[config.mk]
export PLATFORM = sky130hd
export DESIGN_NAME = hpr_ctrl
export DESIGN_NICKNAME = d
export VERILOG_FILES = /design/src/hdl/hpr_pkg.sv /design/src/hdl/hpr_ctrl.sv
export SDC_FILE = /design/constraint.sdc
export NUM_CORES = 1
export LEC_CHECK = 0
export BUFFER_PORTS_ARGS = -buffer_cell sky130_fd_sc_hd__buf_2
export CORE_AREA = 2 2 39 41
export DETAILED_ROUTE_END_ITERATION = 8
export DIE_AREA = 0 0 41 43
export PLACE_DENSITY = 0.72
export SLEW_MARGIN = 10
export SYNTH_ARGS = -nofsm -noshare
export SYNTH_HDL_FRONTEND = slang
export SYNTH_SLANG_ARGS = --single-unit
[constraint.sdc]
create_clock -name clk -period 2.8 [get_ports clk]
set_clock_uncertainty 0.2 [all_clocks]
set_input_delay 0.84 -clock clk [delete_from_list [all_inputs] [get_ports clk]]
set_output_delay 0.84 -clock clk [all_outputs]
set_load 0.005 [all_outputs]
[src/hdl/hpr_pkg.sv]
// Package for the reading-progress percentile rank block.
// Holds sizes, word widths, the controller state type and the command and status structs.
// Depends on nothing; every other file of the block imports it.
package hpr_pkg;

    // Store sizes.
    localparam int MAX_USERS = 131072;
    localparam int MAX_PAGES = 1024;

    // Field widths of the input and result words.
    localparam int UID_W  = 17;
    localparam int PAGE_W = 10;
    localparam int RANK_W = 17;

    // Address widths of the two stores.
    localparam int USER_AW = $clog2(MAX_USERS);
    localparam int HIST_AW = $clog2(MAX_PAGES);

    // Datapath widths.
    localparam int BIN_W   = 18;
    localparam int SUM_W   = BIN_W + HIST_AW;
    localparam int QCNT_W  = HIST_AW + 1;
    localparam int FRAC_W  = 16;
    localparam int DVD_W   = BIN_W + FRAC_W;
    localparam int DCNT_W  = $clog2(DVD_W + 1);

    // Clearing pass covers the larger of the two stores.
    localparam int CLEAR_N = (MAX_USERS > MAX_PAGES) ? MAX_USERS : MAX_PAGES;
    localparam int CLR_W   = $clog2(CLEAR_N);

    // One in Q1.16.
    localparam logic [RANK_W-1:0] Q_ONE = RANK_W'(1 << FRAC_W);

    // Word kinds.
    localparam logic KIND_READ  = 1'b0;
    localparam logic KIND_QUERY = 1'b1;

    typedef enum logic [3:0] {
        ST_CLEAR,
        ST_IDLE,
        ST_LOOKUP,
        ST_OLD_WR,
        ST_NEW_RD,
        ST_NEW_WR,
        ST_SUM,
        ST_DIV,
        ST_RESULT
    } state_t;

    // Commands from the controller to the datapath.
    typedef struct packed {
        logic clear_step;
        logic capture;
        logic user_wr;
        logic total_inc;
        logic hist_rd_old;
        logic old_wr;
        logic hist_rd_new;
        logic new_wr;
        logic sum_init;
        logic sum_run;
        logic div_start;
        logic res_zero;
        logic res_one;
        logic res_quot;
        logic out_load;
    } cmd_t;

    // Status from the datapath to the controller.
    typedef struct packed {
        logic clear_done;
        logic is_query;
        logic uid_ok;
        logic pages_ok;
        logic old_zero;
        logic total_le1;
        logic sum_done;
        logic div_done;
        logic out_free;
    } status_t;

endpackage

[src/hdl/hpr_ctrl.sv]
// Controller state machine of the percentile rank block.
// Depends on hpr_pkg for the state type and the command and status structs.
module hpr_ctrl
    import hpr_pkg::*;
(
    input  logic    clk,
    input  logic    rst_n,
    input  logic    in_valid,
    output logic    in_ready,
    input  status_t st,
    output cmd_t    cmd
);

    state_t state_reg, state_next;

    // State register.
    always_ff @(posedge clk or negedge rst_n)
    begin
        if (!rst_n)
        begin
            state_reg <= ST_CLEAR;
        end
        else
        begin
            state_reg <= state_next;
        end
    end

    // Next state and commands.
    always_comb
    begin
        state_next = state_reg;
        cmd        = '0;
        in_ready   = 1'b0;
        case (state_reg)
            ST_CLEAR:
            begin
                cmd.clear_step = 1'b1;
                if (st.clear_done)
                begin
                    state_next = ST_IDLE;
                end
            end
            ST_IDLE:
            begin
                in_ready = 1'b1;
                if (in_valid)
                begin
                    cmd.capture = 1'b1;
                    state_next  = ST_LOOKUP;
                end
            end
            ST_LOOKUP:
            begin
                if (!st.is_query)
                begin
                    // A valid read word moves the user from the old bin to the new one, or adds a first-time reader.
                    if (st.uid_ok && st.pages_ok)
                    begin
                        cmd.user_wr = 1'b1;
                        if (st.old_zero)
                        begin
                            cmd.total_inc = 1'b1;
                            state_next    = ST_NEW_RD;
                        end
                        else
                        begin
                            cmd.hist_rd_old = 1'b1;
                            state_next      = ST_OLD_WR;
                        end
                    end
                    else
                    begin
                        state_next = ST_IDLE;
                    end
                end
                else
                begin
                    // A query settles at once for unknown users and a sole reader.
                    if (!st.uid_ok || st.old_zero)
                    begin
                        cmd.res_zero = 1'b1;
                        state_next   = ST_RESULT;
                    end
                    else if (st.total_le1)
                    begin
                        cmd.res_one = 1'b1;
                        state_next  = ST_RESULT;
                    end
                    else
                    begin
                        cmd.sum_init = 1'b1;
                        state_next   = ST_SUM;
                    end
                end
            end
            ST_OLD_WR:
            begin
                cmd.old_wr = 1'b1;
                state_next = ST_NEW_RD;
            end
            ST_NEW_RD:
            begin
                cmd.hist_rd_new = 1'b1;
                state_next      = ST_NEW_WR;
            end
            ST_NEW_WR:
            begin
                cmd.new_wr = 1'b1;
                state_next = ST_IDLE;
            end
            ST_SUM:
            begin
                cmd.sum_run = 1'b1;
                if (st.sum_done)
                begin
                    cmd.div_start = 1'b1;
                    state_next    = ST_DIV;
                end
            end
            ST_DIV:
            begin
                if (st.div_done)
                begin
                    cmd.res_quot = 1'b1;
                    state_next   = ST_RESULT;
                end
            end
            ST_RESULT:
            begin
                if (st.out_free)
                begin
                    cmd.out_load = 1'b1;
                    state_next   = ST_IDLE;
                end
            end
            default:
            begin
                state_next = ST_CLEAR;
            end
        endcase
    end

endmodule

==> flow_metrics.tcl, run 1 <==
set metrics [dict create \
    outcome "finished, final reports clean" \
    netlist_area_sq_um 526 \
    start_util_pct 38.0 \
    pwr-share-clk_pct 12.6 \
    worst-setup-path-type "flop to output port" \
    cts_buffers 3 \
    finalSetupViolations 0 \
    r2r_end "state_reg[0]" \
    dp_hpwl_um 1080 \
    synth_xor_area_share_pct 0 \
    die_x_um 41 \
    r2r-start "state_reg[1]" \
    slew_headroom_pct 68.6 \
    detail_route.iter0.violations 14 \
    cts-root-buf "clkbuf_4" \
    layout_commonest_cell "buf_2" \
    worst_pin_slew_ns 0.464 \
    antenna_found_initial 0 \
    fmax_ghz 0.373 \
    core-area_sq_mm 0.00138 \
    r2r_cells 5 \
    syn_nets 85 \
    cts_sinks 4 \
    grt_max_degree 18 \
    n_antenna_cell 0 \
    die-area_sq_mm 0.00176 \
    start_kind "flop" \
    io_buffer_count 27 \
    via_count 648 \
    dp_slack_ns 0.120 \
    seq_power_share_pct 15.9 \
    holdWs_ns 0.182 \
    fin_nets 115 \
    synthAdderAreaFrac_pct 0 \
    ant_nets 0 \
    cts_tree "built" \
    largest_reg_flops 4 \
    rsz0062_at_grt "false" \
    p_leak_uw 0.000350 \
    wl_per_cell_um 12.0 \
    drt_wl_total_um 1410 \
    power_density_mw_per_mm2 885 \
    grt_usage_pct 19.5 \
    hold_class "input pin to async pin" \
    ff2ff_setup_slack_ns 0.96 \
    layout_common_cells "buf_2 (27), nand2_1 (9), nor2_1 (9), nor3_1 (6), buf_4 (5)" \
    synth.distinct_cells 34 \
    fp-row-count 14 \
    vias_per_cell 5.54 \
    synth-simple-area-share_pct 55.2 \
    grt_pass1_vias 550 \
    syn_to_final_growth_pct 34.3 \
    crit_path_end_kind "output port" \
    gp_congestion 0.749 \
    syn-instance-count 73 \
    overflow 0 \
    synth_compound_area_share_pct 17.6 \
    critical_path_required_ns 1.76 \
    yosysWarningCount 0 \
    p_total_uw 624 \
    p_int_uw 334 \
    cap_violations 0 \
    swShare_pct 46.5 \
    synth_top_family_by_area "simple AND/OR/NAND/NOR gates" \
    peakVddDrop_v 0.000251 \
    postCtsSetupBuffers 0 \
    path_cells "or4b_4, nor3_2, and2_2, buf_2" \
    max_stage_delay_ns 0.57 \
    synth_area_leader_cell "dfrtp_1" \
    cts_resized 0 \
    synth-seq-cells 4 \
    synth_area_leaders "dfrtp_1 (19%), nand2_1 (6.4%), nor2_1 (6.4%)" \
    avgSynthCellArea_sq_um 7.20 \
    min_period_over_period_pct 95.7 \
    cp_max_fo 2 \
    synth_mux_area_share_pct 0 \
    slowest_stage "or4b_4" \
    drc 0 \
    cts_hold_buffers 0 \
    ys_seq_area_share_pct 19.0 \
    hold_viol 0 \
    clkTransAtPathRegs_ns 0.04 \
    layout_setup_ws_ns 0.120 \
    grt_pass1_wl_um 2280 \
    p_sw_uw 290 \
    tns_ns 0 \
    finalCriticalPeriod_ns 2.68 \
    htreeDepth 1 \
    die_h_um 43 \
    yosys.area.top_type_share_pct 19.0 \
    insertion_delay_ns 0.25 \
    drive_above_1_share_pct 39.6 \
    crit_arrival_ns 1.64 \
    ioPinCount 28 \
    timing.final.max_slew_violations 0 \
    comb_power_share_pct 71.5 \
    dr.pass1.iters 4 \
    cts_buffer_depth 2 \
]
==> Yosys cell counts, drive strengths merged <==
| library cell | count |
|---|---|
| a21bo | 1 |
| a21oi | 4 |
| a31o | 1 |
| a31oi | 1 |
| and2 | 4 |
| and4b | 1 |
| buf | 3 |
| clkbuf | 4 |
| dfrtp | 4 |
| inv | 2 |
| nand2 | 9 |
| nand2b | 1 |
| nand3b | 3 |
| nand4 | 1 |
| nor2 | 9 |
| nor2b | 3 |
| nor3 | 7 |
| nor3b | 1 |
| nor4 | 2 |
| nor4b | 3 |
| nor4bb | 1 |
| o211a | 1 |
| o211ai | 1 |
| o21a | 1 |
| o21ai | 1 |
| o311ai | 1 |
| o32ai | 1 |
| or4 | 1 |
| or4b | 1 |
==> per-layer routing <==
metal	GRT usage, %	up-vias	routed length, um
li1	-	323	-
met5	0	-	0
met4	14.0	0	50
met2	29.7	27	678
met1	23.4	293	575
met3	3.14	5	102
==> cell type report <==
cell class | instances | area [sq um]
Multi-Input combinational cell | 60 | 383
Clock buffer | 3 | 22.5
Timing Repair Buffer | 32 | 173
Inverter | 2 | 7.51
Sequential cell | 4 | 100
Tap cell | 16 | 20.0
Fill cell | 138 | 678
==> critical path, delay by kind of cell (launching register included) <==
kind                   cells  cell delay [ns]
flip-flops                 1             0.37
AND/OR/NAND/NOR            3             0.92
buffers and inverters      1             0.10
==> cells by family after synthesis <==
group,after synthesis
buf+inv,9
simple gates,47
compound gates,13
flops,4
==> through the flow <==
stage	std cells	cell area, sq um	util [%]
floorplan	73	526	-
global placement	114	683	49.4
detailed placement	114	683	49.4
CTS	117	706	51.0
global route	117	706	51.0
finish	117	706	51.0
==> worst max path at each step <==
stage	startpoint	endpoint	slack, ns
finish	state_reg[0]	cmd[11]	0.12
global route	state_reg[1]	cmd[13]	0.03
CTS	state_reg[0]	cmd[11]	0.10
detailed placement	st[7]	cmd[6]	0.12
global placement	st[7]	cmd[6]	0.13
floorplan	state_reg[0]	cmd[11]	0.36
==> power groups by stage <==
stage | Combinational, uW | Sequential, uW | Clock (uW)
finish | 446 | 99.5 | 78.5
global route | 499 | 101 | 82.2
CTS | 443 | 99.4 | 79.5
detailed placement | 442 | 100 | 0
global placement | 435 | 97.9 | 0
floorplan | 331 | 94.5 | 0
(Power assumes the default switching activity.)
==> inputs of run 2 (changes only) <==
==> constraint.sdc (replaced) <==
create_clock -name clk -period 3.3 [get_ports clk]
set_clock_uncertainty 0.2 [all_clocks]
set_input_delay 0.99 -clock clk [delete_from_list [all_inputs] [get_ports clk]]
set_output_delay 0.99 -clock clk [all_outputs]
set_load 0.005 [all_outputs]
==> flow_metrics.tcl, run 2 (synthesis results as in run 1) <==
set metrics [dict create \
    outcome "finished, final reports clean" \
    via_count 618 \
    busiest_layer "met2" \
    min_period_over_period_pct 93.6 \
    crit_arrival_ns 1.90 \
    grt_pass1_wl_um 2080 \
    cts_buffer_depth 2 \
    dp_hpwl_um 1010 \
    r2r_end "state_reg[3]" \
    cts_tree "built" \
    core-area_sq_mm 0.00138 \
    crit_path_frequent_cell "buf_2" \
    use_met2_pct 26.3 \
    final_cells 116 \
    rsz0062_at_grt "false" \
    drive_above_1_share_pct 39.0 \
    ff2ff_setup_slack_ns 1.48 \
    holdWs_ns 0.353 \
    power_density_mw_per_mm2 742 \
    ioPinCount 28 \
    r2r_cells 5 \
    grt_pass1_vias 523 \
    grt_use_met1_pct 22.3 \
    place_inst 113 \
    r2r-start "state_reg[1]" \
    timing.final.max_slew_violations 0 \
    insertion_delay_ns 0.23 \
    cts_sinks 4 \
    layout_commonest_cell "buf_2" \
    path_cells "buf_2, nor4bb_1, and2_1, buf_2" \
    syn_to_final_growth_pct 32.9 \
    fp-row-count 14 \
    multi_input_area_sq_um 383 \
    wl_per_cell_um 11.1 \
    die_h_um 43 \
    start_kind "input pin" \
    cts_resized 0 \
    detail_route.iter0.violations 7 \
    use_met3_pct 3.14 \
    hold_viol 0 \
    cts_buffers 3 \
    tns_ns 0 \
    drt_wl_total_um 1280 \
    critical_path_required_ns 2.11 \
    cp_max_fo 6 \
    worst-setup-path-type "input pin to output port" \
    critPathCapture "cmd[6]" \
    worst_pin_slew_ns 0.506 \
    drc 0 \
    cts-root-buf "clkbuf_4" \
    postCtsSetupBuffers 0 \
    die_x_um 41 \
    crit_path_end_kind "output port" \
    startpoint "st[7]" \
    peakVddDrop_v 0.000243 \
    finalCriticalPeriod_ns 3.09 \
    slew_headroom_pct 65.8 \
    hold_class "input pin to async pin" \
    dr.pass1.iters 4 \
    antenna_found_initial 0 \
    p_leak_uw 0.000345 \
    largest_reg_flops 4 \
    ant_nets 0 \
    grt_max_degree 18 \
    n_antenna_cell 0 \
    die-area_sq_mm 0.00176 \
    max_stage_delay_ns 0.47 \
    io_buffer_count 27 \
    overflow 0 \
    p_total_uw 518 \
    cts_hold_buffers 0 \
    final_util_pct 50.5 \
    finalSetupViolations 0 \
    slowest_stage "nor4bb_1" \
    start_util_pct 38.0 \
    fin_nets 114 \
    layout_common_cells "buf_2 (27), nand2_1 (9), nor2_1 (9), nor3_1 (6)" \
    grt_usage_pct 16.6 \
    clkTransAtPathRegs_ns 0.04 \
    regArea_sq_um 100 \
    htreeDepth 1 \
    fillCellCount 136 \
    cap_violations 0 \
    fmax_ghz 0.324 \
    gp_congestion 0.783 \
    vias_per_cell 5.33 \
]
==> run 2: cell types whose count changed in the layout (fill, tap and decap cells not counted) <==
cell	delta
buf_4	-1
==> run 2: critical path: cells and delay by family <==
family / cells / cell delay (ns)
simple gates: 2 / 0.66
buf+inv: 2 / 0.26
==> run 2: area by class of cell <==
cell class                 count  share of cell area [%]
multi-input combinational     60                    54.8
timing repair buffer          31                    23.7
clock buffer                   3                    3.23
sequential                     4                    14.3
inverter                       2                    1.08
tap                           16                    2.87
==> run 2: routing by layer <==
layer	vias up	wire length, um	share of wire [%]
met5	-	0	0
met4	0	0	0
met3	0	82	6.4
met2	19	629	49
met1	276	570	44
li1	323	-	-
==> run 2: how the worst min path moves through the flow <==
stage	from	end	slack, ns
2_1_floorplan	state_reg[3]	state_reg[2]	0.44
3_3_place_gp	state_reg[2]	state_reg[1]	0.54
3_5_place_dp	state_reg[2]	state_reg[1]	0.54
4_1_cts	rst_n	state_reg[0]	0.35
5_1_grt	rst_n	state_reg[0]	0.35
6_report	rst_n	state_reg[0]	0.35
==> run 2: stage by stage <==
step	worst slack (ns)	instance area (sq um)
6_report	0.211	698
5_1_grt	0.154	698
4_1_cts	0.191	698
3_5_place_dp	0.188	676
3_3_place_gp	0.257	676
2_1_floorplan	0.598	526
==> run 2: where the power goes <==
| group | leakage, uW | switching (uW) | internal, uW |
|---|---|---|---|
| combinational | 0.000281 | 207 | 169 |
| clock | 0.0000138 | 18.9 | 40.6 |
| sequential | 0.0000501 | 9.78 | 72.8 |
| total | 0.000345 | 235 | 283 |
==> inputs of run 3 (changes only) <==
--- a/config.mk
+++ b/config.mk
@@ -5,11 +5,13 @@
 export SDC_FILE = /design/constraint.sdc
 export NUM_CORES = 1
 export LEC_CHECK = 0
+export ABC_AREA = 1
 export BUFFER_PORTS_ARGS = -buffer_cell sky130_fd_sc_hd__buf_2
 export CORE_AREA = 2 2 39 41
 export DETAILED_ROUTE_END_ITERATION = 8
 export DIE_AREA = 0 0 41 43
-export PLACE_DENSITY = 0.72
+export PLACE_DENSITY = 0.71
+export SKIP_CTS_REPAIR_TIMING = 1
 export SLEW_MARGIN = 10
 export SYNTH_ARGS = -nofsm -noshare
 export SYNTH_HDL_FRONTEND = slang
==> flow_metrics.tcl, run 3 <==
set metrics [dict create \
    outcome "finished, final reports clean" \
    insertion_delay_ns 0.23 \
    antenna_found_initial 0 \
    vias_per_cell 4.63 \
    die_h_um 43 \
    hold_viol 0 \
    wl_met3_um 91 \
    power_density_mw_per_mm2 712 \
    min_period_over_period_pct 86.4 \
    synth_area_leaders "dfrtp_1 (20%), nand2_1 (13%), inv_1 (10%)" \
    crit_arrival_ns 1.66 \
    start_util_pct 37.0 \
    fin_nets 131 \
    fp-row-count 14 \
    yosys.area.top_type_share_pct 19.6 \
    finalCriticalPeriod_ns 2.85 \
    rsz0062_at_grt "false" \
    tns_ns 0 \
    syn-instance-count 87 \
    n_antenna_cell 0 \
    finalSetupViolations 0 \
    synth_edf_count 0 \
    dp_hpwl_um 1070 \
    fmax_ghz 0.351 \
    cts_sinks 4 \
    grt_usage_pct 16.3 \
    peakVddDrop_v 0.000222 \
    cp_max_fo 3 \
    crit_path_end_kind "output port" \
    cap_violations 0 \
    routed-wl-met2_um 618 \
    die-area_sq_mm 0.00176 \
    critPathTopFamily "buffers and inverters" \
    slew_headroom_pct 85.9 \
    io_buffer_count 27 \
    layout_common_cells "buf_2 (27), nand2_1 (18), inv_1 (14), nor2_1 (11), nand3_1 (7)" \
    max_stage_delay_ns 0.12 \
    gp_congestion 0.776 \
    synth.distinct_cells 19 \
    worst-setup-path-type "input pin to output port" \
    avgSynthCellArea_sq_um 5.88 \
    timing.final.max_slew_violations 0 \
    place_inst 130 \
    drc 0 \
    overflow 0 \
    grt_max_degree 7 \
    drt_wl_total_um 1230 \
    ant_nets 0 \
    core-area_sq_mm 0.00138 \
    cts_buffers 3 \
    critical_path_required_ns 2.11 \
    dr.max_layer_used "met3" \
    met1Wirelength_um 523 \
    ioPinCount 28 \
    start_kind "input pin" \
    drive_above_1_share_pct 42.7 \
    hold_class "input pin to async pin" \
    dr.pass1.iters 4 \
    wl_per_cell_um 9.27 \
    path_cells "buf_2, inv_1, nand2_1, nor2_1, nand3_1, inv_1, buf_2" \
    async_reset_ff_share_pct 100 \
    slowest_stage "nand3_1" \
    grt_pass1_wl_um 2010 \
    synth-main-ff-cell "dfrtp_1" \
    clkTransAtPathRegs_ns 0.03 \
    largest_reg_flops 4 \
    cts_buffer_depth 2 \
    cts-root-buf "clkbuf_4" \
    cts_tree "built" \
    worst_pin_slew_ns 0.211 \
    via_count 616 \
    ys_seq_area_share_pct 19.6 \
    yosysWarningCount 0 \
    critPathBufInv 4 \
    syn_nets 99 \
    synth-seq-cells 4 \
    final_cells 133 \
    htreeDepth 1 \
    netlist_area_sq_um 512 \
    syn_to_final_growth_pct 34.7 \
    layout_commonest_cell "buf_2" \
    grt_pass1_vias 533 \
    p_leak_uw 0.000464 \
    die_x_um 41 \
    yosysMostFrequentCell "nand2_1" \
    detail_route.iter0.violations 4 \
    synth_area_leader_cell "dfrtp_1" \
    yosys-top-cells-count "nand2_1 (18), inv_1 (14), nor2_1 (11)" \
]
[run 3: changes by cell type after synthesis, sizes merged, moves of 3 or more]
cell and change:
a21oi -3, and2 -4, buf -3, clkbuf -4
clkinv +3, inv +17, nand2 +16, nand3 +9
nor2 +7, nor2b -3, nor4b -3
[run 3: through the flow]
stage          setup WS, ns  utilization, %  hold WS (ns)  power, uW  cell area, sq um
2_1_floorplan         0.730               -         0.418        348               512
3_3_place_gp          0.508            48.2         0.465        433               667
3_5_place_dp          0.460            48.2         0.470        435               667
4_1_cts               0.453            49.8         0.350        496               689
5_1_grt               0.373            49.8         0.351        544               689
6_report              0.450            49.8         0.357        491               689
[run 3: cell type report]
| class | count | area (sq um) |
|---|---|---|
| inverter | 22 | 82.6 |
| tap | 16 | 20.0 |
| fill | 162 | 694 |
| clock buffer | 3 | 22.5 |
| sequential | 4 | 100 |
| timing repair buffer | 27 | 135 |
| multi-input combinational | 61 | 329 |
[run 3: worst paths after layout]
kind	start	endpoint	slack (ns)	cells after the start
hold / removal	rst_n	state_reg[1]	0.36	1
min in group clk	state_reg[3]	state_reg[3]	0.47	2
max in group asynchronous	rst_n	state_reg[2]	2.43	1
hold reg to reg	state_reg[3]	state_reg[3]	0.47	2
setup / recovery	st[4]	cmd[6]	0.45	7
setup reg to reg	state_reg[0]	state_reg[2]	1.91	6
[run 3: layer usage]
metal,GRT usage (%),vias up
met2,26.9,27
met3,3.14,0
met1,19.8,265
met4,6.00,0
li1,-,324
met5,0,-
[run 3: worst register-to-register path: stages, from the launching register on]
cell and delay (ns):
dfrtp_1 0.44, nor2_2 0.20, nand4_1 0.16, nand2_2 0.13
nor2_4 0.05, nand2_1 0.05, nand2_1 0.05
[run 3: power by group]
group / internal (uW) / switching (uW)
Combinational: 128 / 209
Clock: 40.5 / 16.8
Sequential: 69.0 / 27.0
[run 3: kinds of logic after synthesis]
logic type | count (synthesis) | share of synthesized area (%)
AND/OR/NAND/NOR | 57 | 59.2
AO/OA/AOI/OAI | 4 | 5.13
flip-flops | 4 | 19.6
buffers and inverters | 22 | 16.1
